`src/sv/svc_ram.sv`:
```
// Generic single-write, single-read RAM with registered read data.
// No dependencies.
`timescale 1ns / 1ps
`default_nettype none
module svc_ram #(
  parameter int Width = 8,
  parameter int Depth = 16
) (
  input  wire logic                     clk_i,
  input  wire logic                     we_i,
  input  wire logic [$clog2(Depth)-1:0] waddr_i,
  input  wire logic [Width-1:0]         wdata_i,
  input  wire logic [$clog2(Depth)-1:0] raddr_i,
  output logic      [Width-1:0]         rdata_o
);
  logic [Width-1:0] mem [Depth];

  always_ff @(posedge clk_i) begin
    if (we_i) begin
      mem[waddr_i] <= wdata_i;
    end
    rdata_o <= mem[raddr_i];
  end
endmodule
`default_nettype wire

```
`config.mk`:
```
export PLATFORM = sky130hd
export DESIGN_NAME = svc_ram
export DESIGN_NICKNAME = d
export VERILOG_FILES = /design/src/sv/svc_ram.sv
export SDC_FILE = /design/constraint.sdc
export NUM_CORES = 1
export LEC_CHECK = 0
export ABC_AREA = 1
export ABC_CLOCK_PERIOD_IN_PS = 1350
export BUFFER_PORTS_ARGS = -buffer_cell sky130_fd_sc_hd__buf_2
export CORE_MARGIN = 5
export CORE_UTILIZATION = 55
export DETAILED_ROUTE_END_ITERATION = 7
export GPL_ROUTABILITY_DRIVEN = 0
export GPL_TIMING_DRIVEN = 0
export PLACE_DENSITY_LB_ADDON = 0.15
export SYNTH_ARGS = -nofsm -noshare
export SYNTH_HDL_FRONTEND = slang
export SYNTH_SLANG_ARGS = --single-unit
```
`constraint.sdc`:
```
create_clock -name clk_i -period 1.35 [get_ports clk_i]
set_clock_uncertainty 0.1 [all_clocks]
set_input_delay 0 -clock clk_i [delete_from_list [all_inputs] [get_ports clk_i]]
set_output_delay 0 -clock clk_i [all_outputs]
set_load 0.05 [all_outputs]
```
==> reports/results.ini, run 1 <==
[clock_network]
clockBufferDepth = 2
htreeDepth = 4
clk_pin_slew_ns = 0.06
cts_root_buf = clkbuf_8
cts.sinks = 136
clock_latency_ns = 0.52
cts.hold.buffers_added = 15
cts_inserted_buffers = 17
cts_tree = done

[detailed_routing]
wl_met1_um = 6081
routed-wl-met3_um = 1135
ant_nets = 0
wl_met2_um = 6289
drt_first_pass_iters = 7
wirelength_um = 13650
drt_iter0_drc = 415
viasPerCell = 5.197
highest_layer = met4
wl_per_cell_um = 18.05
vias = 3929
drc = 0

[sta]
max_freq_ghz = 0.7518
fin_crit_sh_pct = 98.53
hold_viol_final = 12
setup_viol = 0
finalCriticalPeriod_ns = 1.330
hold_ws_ns = -0.04025
setup_ws_ns = 0.01984
rsz0062_at_grt = yes
finalSetupTns_ns = 0
relSlewSlack_pct = 33.63
worst_pin_slew_ns = 0.9919
slew_violations = 0

[worst_setup_path]
crit_arrival_ns = 1.38
r2r_cells = 6
crit_cells = 5
regToRegSetupSlack_ns = 0.23
cp-end-kind = flip-flop
path_buf_inv = 2
worstSetupStartpointType = input pin
worst_path_largest_cell_delay_ns = 0.55
crit_fanout = 8
crit_family = simple AND/OR/NAND/NOR gates
crit_chain = buf_2 -> dlygate4sd3_1 -> nor2_1 -> nand2_1 -> nor2_1
crit_top_cell = nor2_1
cp_slowest_cell = dlygate4sd3_1
crit_type = in2reg
critPathRequiredTime_ns = 1.40

[power]
power.total_mw = 10.17
ir_drop_mv = 0.9324
p_leak_nw = 2.965
p_per_area_nw_per_um2 = 1495

[floorplanning]
dieHeight_um = 112.4
start_util_pct = 56.11
coreArea_um2 = 10280
io_pins = 26
die_w_um = 112.4
die_area_um2 = 12630
fp-row-count = 37

[flow_run]
cap_violations = 0

[global_route]
grt_pass1_vias = 3804
grt_max_degree = 17
grt_pass1_wl_um = 21380
track_usage_pct = 22.96
overflow = 0
antenna_found_initial = 0

[final_layout]
n_fill_cell = 789
area_growth_pct = 17.94
fin_nets = 625
antenna_cells = 0
final_cells = 756
fin_util_pct = 66.18
drive_gt1_share_pct = 12.42
fin_area_um2 = 6802

[logic_synthesis]
ys_ff_latch = 136
synth_commonest_cells = nand2_1 (173), edfxtp_1 (128), inv_1 (100)
synth_ff_type = edfxtp_1
synth_area_um2 = 5767
synth-async-reset-ratio_pct = 0
syn_avg_cell_area_um2 = 10.47
yosysTopAreaCell = edfxtp_1
syn-num-nets = 569
synth_most_common_cell = nand2_1
synth_top_area_share_pct = 66.65
synth_area_leaders = edfxtp_1 (67%), nand2_1 (11%), nand3_1 (8.4%)
synth_edf_count = 128
synth_cell_types = 12
ys_warn_count = 0
synthCells = 551
seq_area_frac_synth_pct = 69.43

[worst_hold_path]
hold_class = in2reg
hold_depth = 4

[outcome]
status = complete, but fails checks
violations = negative hold slack

[place]
dpl_cell_area_um2 = 6047
dp_hpwl_um = 8606
post-place-cells = 709
place_ws_ns = -0.3139
port_buffers = 22

## cell families after synthesis
logic type,Yosys count,share of synthesized area [%]
AND/OR/NAND/NOR,289,21.05
flip-flops,136,69.43
buffers and inverters,126,9.525
## power by group
part	internal [mW]	switching, mW	total [mW]
Sequential	4.72	0.0235	4.74
Clock	2.99	1.70	4.68
Combinational	0.210	0.529	0.738
Total	7.92	2.25	10.2
## routing by layer
metal  GRT usage (%)  vias to the layer above
met5               0                        -
met4           6.811                        0
met3           5.606                       14
met2           35.04                      169
met1           33.07                     1857
li1                -                     1889
## layout make-up
| cell class | count | area (µm²) | share of cell area (%) |
|---|---|---|---|
| clock inverter | 13 | 177.7 | 2.612 |
| buffer | 24 | 166.4 | 2.447 |
| multi-input combinational | 289 | 1219 | 17.92 |
| timing repair buffer | 37 | 260.3 | 3.826 |
| inverter | 102 | 382.9 | 5.629 |
| clock buffer | 19 | 421.7 | 6.199 |
| sequential | 136 | 4004 | 58.87 |
| tap | 136 | 170.2 | 2.502 |
## timing repair
action	in CTS	in global routing
endpoints found under the hold margin	176	8
buffers inserted	0	0
resized for setup	0	2
setup endpoints to repair	0	40
## path summary, 6_finish.rpt
path                endpoint  startpoint
setup / recovery   mem[2][1]  waddr_i[3]
hold / removal     mem[0][6]  waddr_i[2]
setup reg to reg  rdata_o[0]  mem[15][0]
hold reg to reg   rdata_o[5]  mem[12][5]
## flip-flops by register name (all words and copies together) (netlist names)
name	flops
mem	128
rdata_o	8
## cells in the final DEF (no fill, tap or decap), types with 4 or more instances in the layout
cell type	Yosys	routed
edfxtp_1	128	128
dlygate4sd3_1	0	15
buf_4	4	4
inv_1	100	100
dfxtp_1	8	8
buf_6	6	6
buf_2	13	35
nand2_1	173	173
nor2_1	17	15
bufinv_16	0	4
clkbuf_16	0	16
nand3_1	97	97
## worst min-delay path: stages
cell and delay [ns]:
buf_2 0.10, nor2_1 0.05, nand2_1 0.12, nor2_2 0.12
No activity file was read; power rests on OpenSTA's default activity.
==> run 2: changes to the inputs <==
Settings changed: ABC_AREA 1 to default.
==> run 2 against run 1 <==
Compared with the run above: the flow finishes with violations (negative hold slack, negative setup slack); largest power group unchanged; highest routed layer unchanged; via count down 39%; critical endpoint is now rdata_o[5]; register-to-register slack worse by 0.25 ns; clock power down 5.6%; die area fell by 9.8%; critical path depth down 2; critical path type is now reg2reg; largest cell class unchanged.
==> reports/results.ini, run 2 <==
[final_layout]
regMostFlops = mem
drive_gt1_share_pct = 35.02  ; +23 points
mostFrequentLayoutCells = edfxtp_1 (128), mux4_2 (28), buf_2 (27)
final_common_cell = edfxtp_1
reg_top3 = mem (128), rdata_o (8)
area_growth_pct = 18.79
antenna_cells = 0  ; unchanged
fin_area_um2 = 6115  ; -10%
fin_nets = 302  ; -52%
largest_reg_flops = 128  ; unchanged
n_fill_cell = 621  ; -21%

[worst_hold_path]
hold_class = in2reg
hold_depth = 2  ; -2
hp-start = waddr_i[0]
min_to = mem[0][2]

[logic_synthesis]
synthCells = 229  ; -58%
synth_ff_type = edfxtp_1
synth_cell_types = 19  ; +7
synth_area_um2 = 5147  ; -11%
synth_edf_count = 128  ; unchanged
synth-async-reset-ratio_pct = 0  ; unchanged
syn-num-nets = 247  ; -57%
synth_top_area_share_pct = 74.67  ; +8.0 points
synth_area_leaders = edfxtp_1 (75%), mux4_2 (7.9%), mux4_1 (7.1%)
ys_warn_count = 0  ; unchanged
synth_commonest_cells = edfxtp_1 (128), mux4_2 (18), a22oi_1 (16)
syn_avg_cell_area_um2 = 22.48  ; +110%
ys_ff_latch = 136  ; unchanged
yosysTopAreaCell = edfxtp_1
seq_area_frac_synth_pct = 77.78  ; +8.4 points
synth_most_common_cell = edfxtp_1

[place]
place_ws_ns = -0.4747  ; -0.1607 ns
port_buffers = 24  ; +9.1%
dpl_cell_area_um2 = 5411  ; -11%
dp_hpwl_um = 5834  ; -32%

[power]
p_leak_nw = 2.035  ; -31%
internal-power_mw = 7.713  ; -2.6%
pwr-share-comb_pct = 6.0  ; -1.3 points
seq_power_share_pct = 48.7  ; +2.0 points
p_switching_mw = 2.035  ; -9.5%
swShare_pct = 20.88  ; -1.2 points
clkPwrFrac_pct = 45.3  ; -0.8 points
power.total_mw = 9.748  ; -4.1%
ir_drop_mv = 0.8362  ; -10%
p_per_area_nw_per_um2 = 1594  ; +6.6%

[clock_network]
cts_root_buf = clkbuf_8
cts.sinks = 136  ; unchanged
post_cts_buffers = 0  ; unchanged
clock_latency_ns = 0.51  ; about the same
htreeDepth = 4  ; unchanged
clk_pin_slew_ns = 0.06  ; about the same
cts.hold.buffers_added = 12  ; -3
clockBufferDepth = 2  ; unchanged
cts_inserted_buffers = 17  ; unchanged
cts_tree = done

[worst_setup_path]
crit_type = reg2reg
worstSetupStartpointType = flip-flop
r2r-start = mem[7][5]
critPathRequiredTime_ns = 1.64  ; +0.24 ns
crit_arrival_ns = 1.67  ; +0.29 ns
crit_fanout = 1  ; -7
cp-end-kind = flip-flop
r2r_cells = 3  ; -3
regToRegSetupSlack_ns = -0.02  ; -0.25 ns
reg2reg_to = rdata_o[5]

[sta]
setup_ws_ns = -0.02243  ; -0.04227 ns
worst_pin_slew_ns = 1.192  ; +0.1997 ns
hold_ws_ns = -0.1090  ; -0.06875 ns
slew_violations = 0  ; unchanged
rsz0062_at_grt = yes
hold_viol_final = 32  ; +20
finalCriticalPeriod_ns = 1.372  ; +0.04227 ns
fin_crit_sh_pct = 101.7  ; +3.1 points
relSlewSlack_pct = 19.95  ; -14 points
max_freq_ghz = 0.7286  ; -3.1%
finalSetupTns_ns = -0.08249  ; -0.08249 ns
setup_viol = 6  ; +6

[global_route]
grt_max_degree = 17  ; unchanged
antenna_found_initial = 0  ; unchanged
grt_pass1_wl_um = 14590  ; -32%
track_usage_pct = 18.34  ; -4.6 points
overflow = 0  ; unchanged
grt_pass1_vias = 2430  ; -36%

[detailed_routing]
drt_iter0_drc = 164  ; -60%
drt_first_pass_iters = 4  ; -3
ant_nets = 0  ; unchanged
drc = 0  ; unchanged
wl_per_cell_um = 23.54  ; +30%
wirelength_um = 9606  ; -30%
viasPerCell = 5.904  ; +14%
vias = 2409  ; -39%

[floorplanning]
die_area_um2 = 11390  ; -9.8%
dieHeight_um = 106.7  ; -5.0%
fp-row-count = 35  ; -5.4%
io_pins = 26  ; unchanged
die_w_um = 106.7  ; -5.0%
start_util_pct = 55.97  ; -0.14 points
coreArea_um2 = 9196  ; -11%

[outcome]
violations = negative hold slack, negative setup slack
status = complete, but fails checks

[flow_run]
cap_violations = 0  ; unchanged

[run 2: changes by cell type in the layout (fill, tap and decap cells not counted), sizes merged, moves of 15 or more]
cell	before	now
mux4	0	32
inv	103	1
buf	46	31
nand3	97	1
a22oi	0	16
nand2	173	9
[run 2: cell type report]
cell class                 instances  area (µm²)  area share (%)
buffer                            10       86.33           1.412
timing repair buffer              36       240.2           3.929
clock inverter                    11       121.4           1.985
clock buffer                      21       459.2           7.510
sequential                       136        4004           65.48
tap                              111       138.9           2.271
multi-input combinational         83        1065           17.41
[run 2: critical path, cell delays in order, from the launching register on]
cell	delay, ns
edfxtp_1	0.37
mux4_2	0.52
a22oi_2	0.20
nand2_1	0.08
[run 2: power groups by stage]
stage	clock [mW]	combinational (mW)	sequential, mW
finish	4.42	0.587	4.75
CTS	4.46	0.590	4.75
detailed placement	0	0.541	4.83
floorplan	0	0.240	4.93
global placement	0	0.535	4.82
global route	4.67	0.626	4.75
[run 2: per-stage QoR]
stage / util [%] / hold WS, ns / cells
finish: 66.49 / -0.1090 / 408
global route: 66.49 / -0.1223 / 408
CTS: 66.60 / -0.1300 / 408
detailed placement: 58.84 / 0.3054 / 364
global placement: 58.84 / 0.2898 / 364
floorplan: - / -0.001131 / 229
[run 2: per-layer routing]
layer  vias to the layer above  wire (µm)  global-route usage (%)
met5                         -          0                       0
li1                       1068          -                       -
met2                       115       4377                   26.89
met1                      1213       4285                   26.95
met3                        13        801                   5.178
met4                         0        142                   6.027
[run 2: repair_timing]
item,in CTS,in global routing
resized for setup,13,6
endpoints found under the setup margin,8,19
hold endpoints to repair,163,32
pin swaps,8,6
[run 2: logic make-up after synthesis]
logic type             after synthesis  share of synthesized area [%]
DFF                                136                          77.78
and+or+nand+nor                     35                          3.184
muxes                               32                          15.02
AOI/OAI and AO/OA                   16                          2.334
buffers and inverters               10                          1.677
[run 2: how the worst max path moves through the flow]
stage	startpoint	to	slack (ns)	cells after the start
finish	mem[7][5]	rdata_o[5]	-0.02	3
global route	mem[3][0]	rdata_o[0]	-0.07	3
CTS	mem[11][7]	rdata_o[7]	-0.04	3
detailed placement	waddr_i[2]	mem[3][4]	-0.47	3
global placement	waddr_i[2]	mem[8][3]	-0.49	3
floorplan	waddr_i[2]	mem[3][0]	-0.02	2
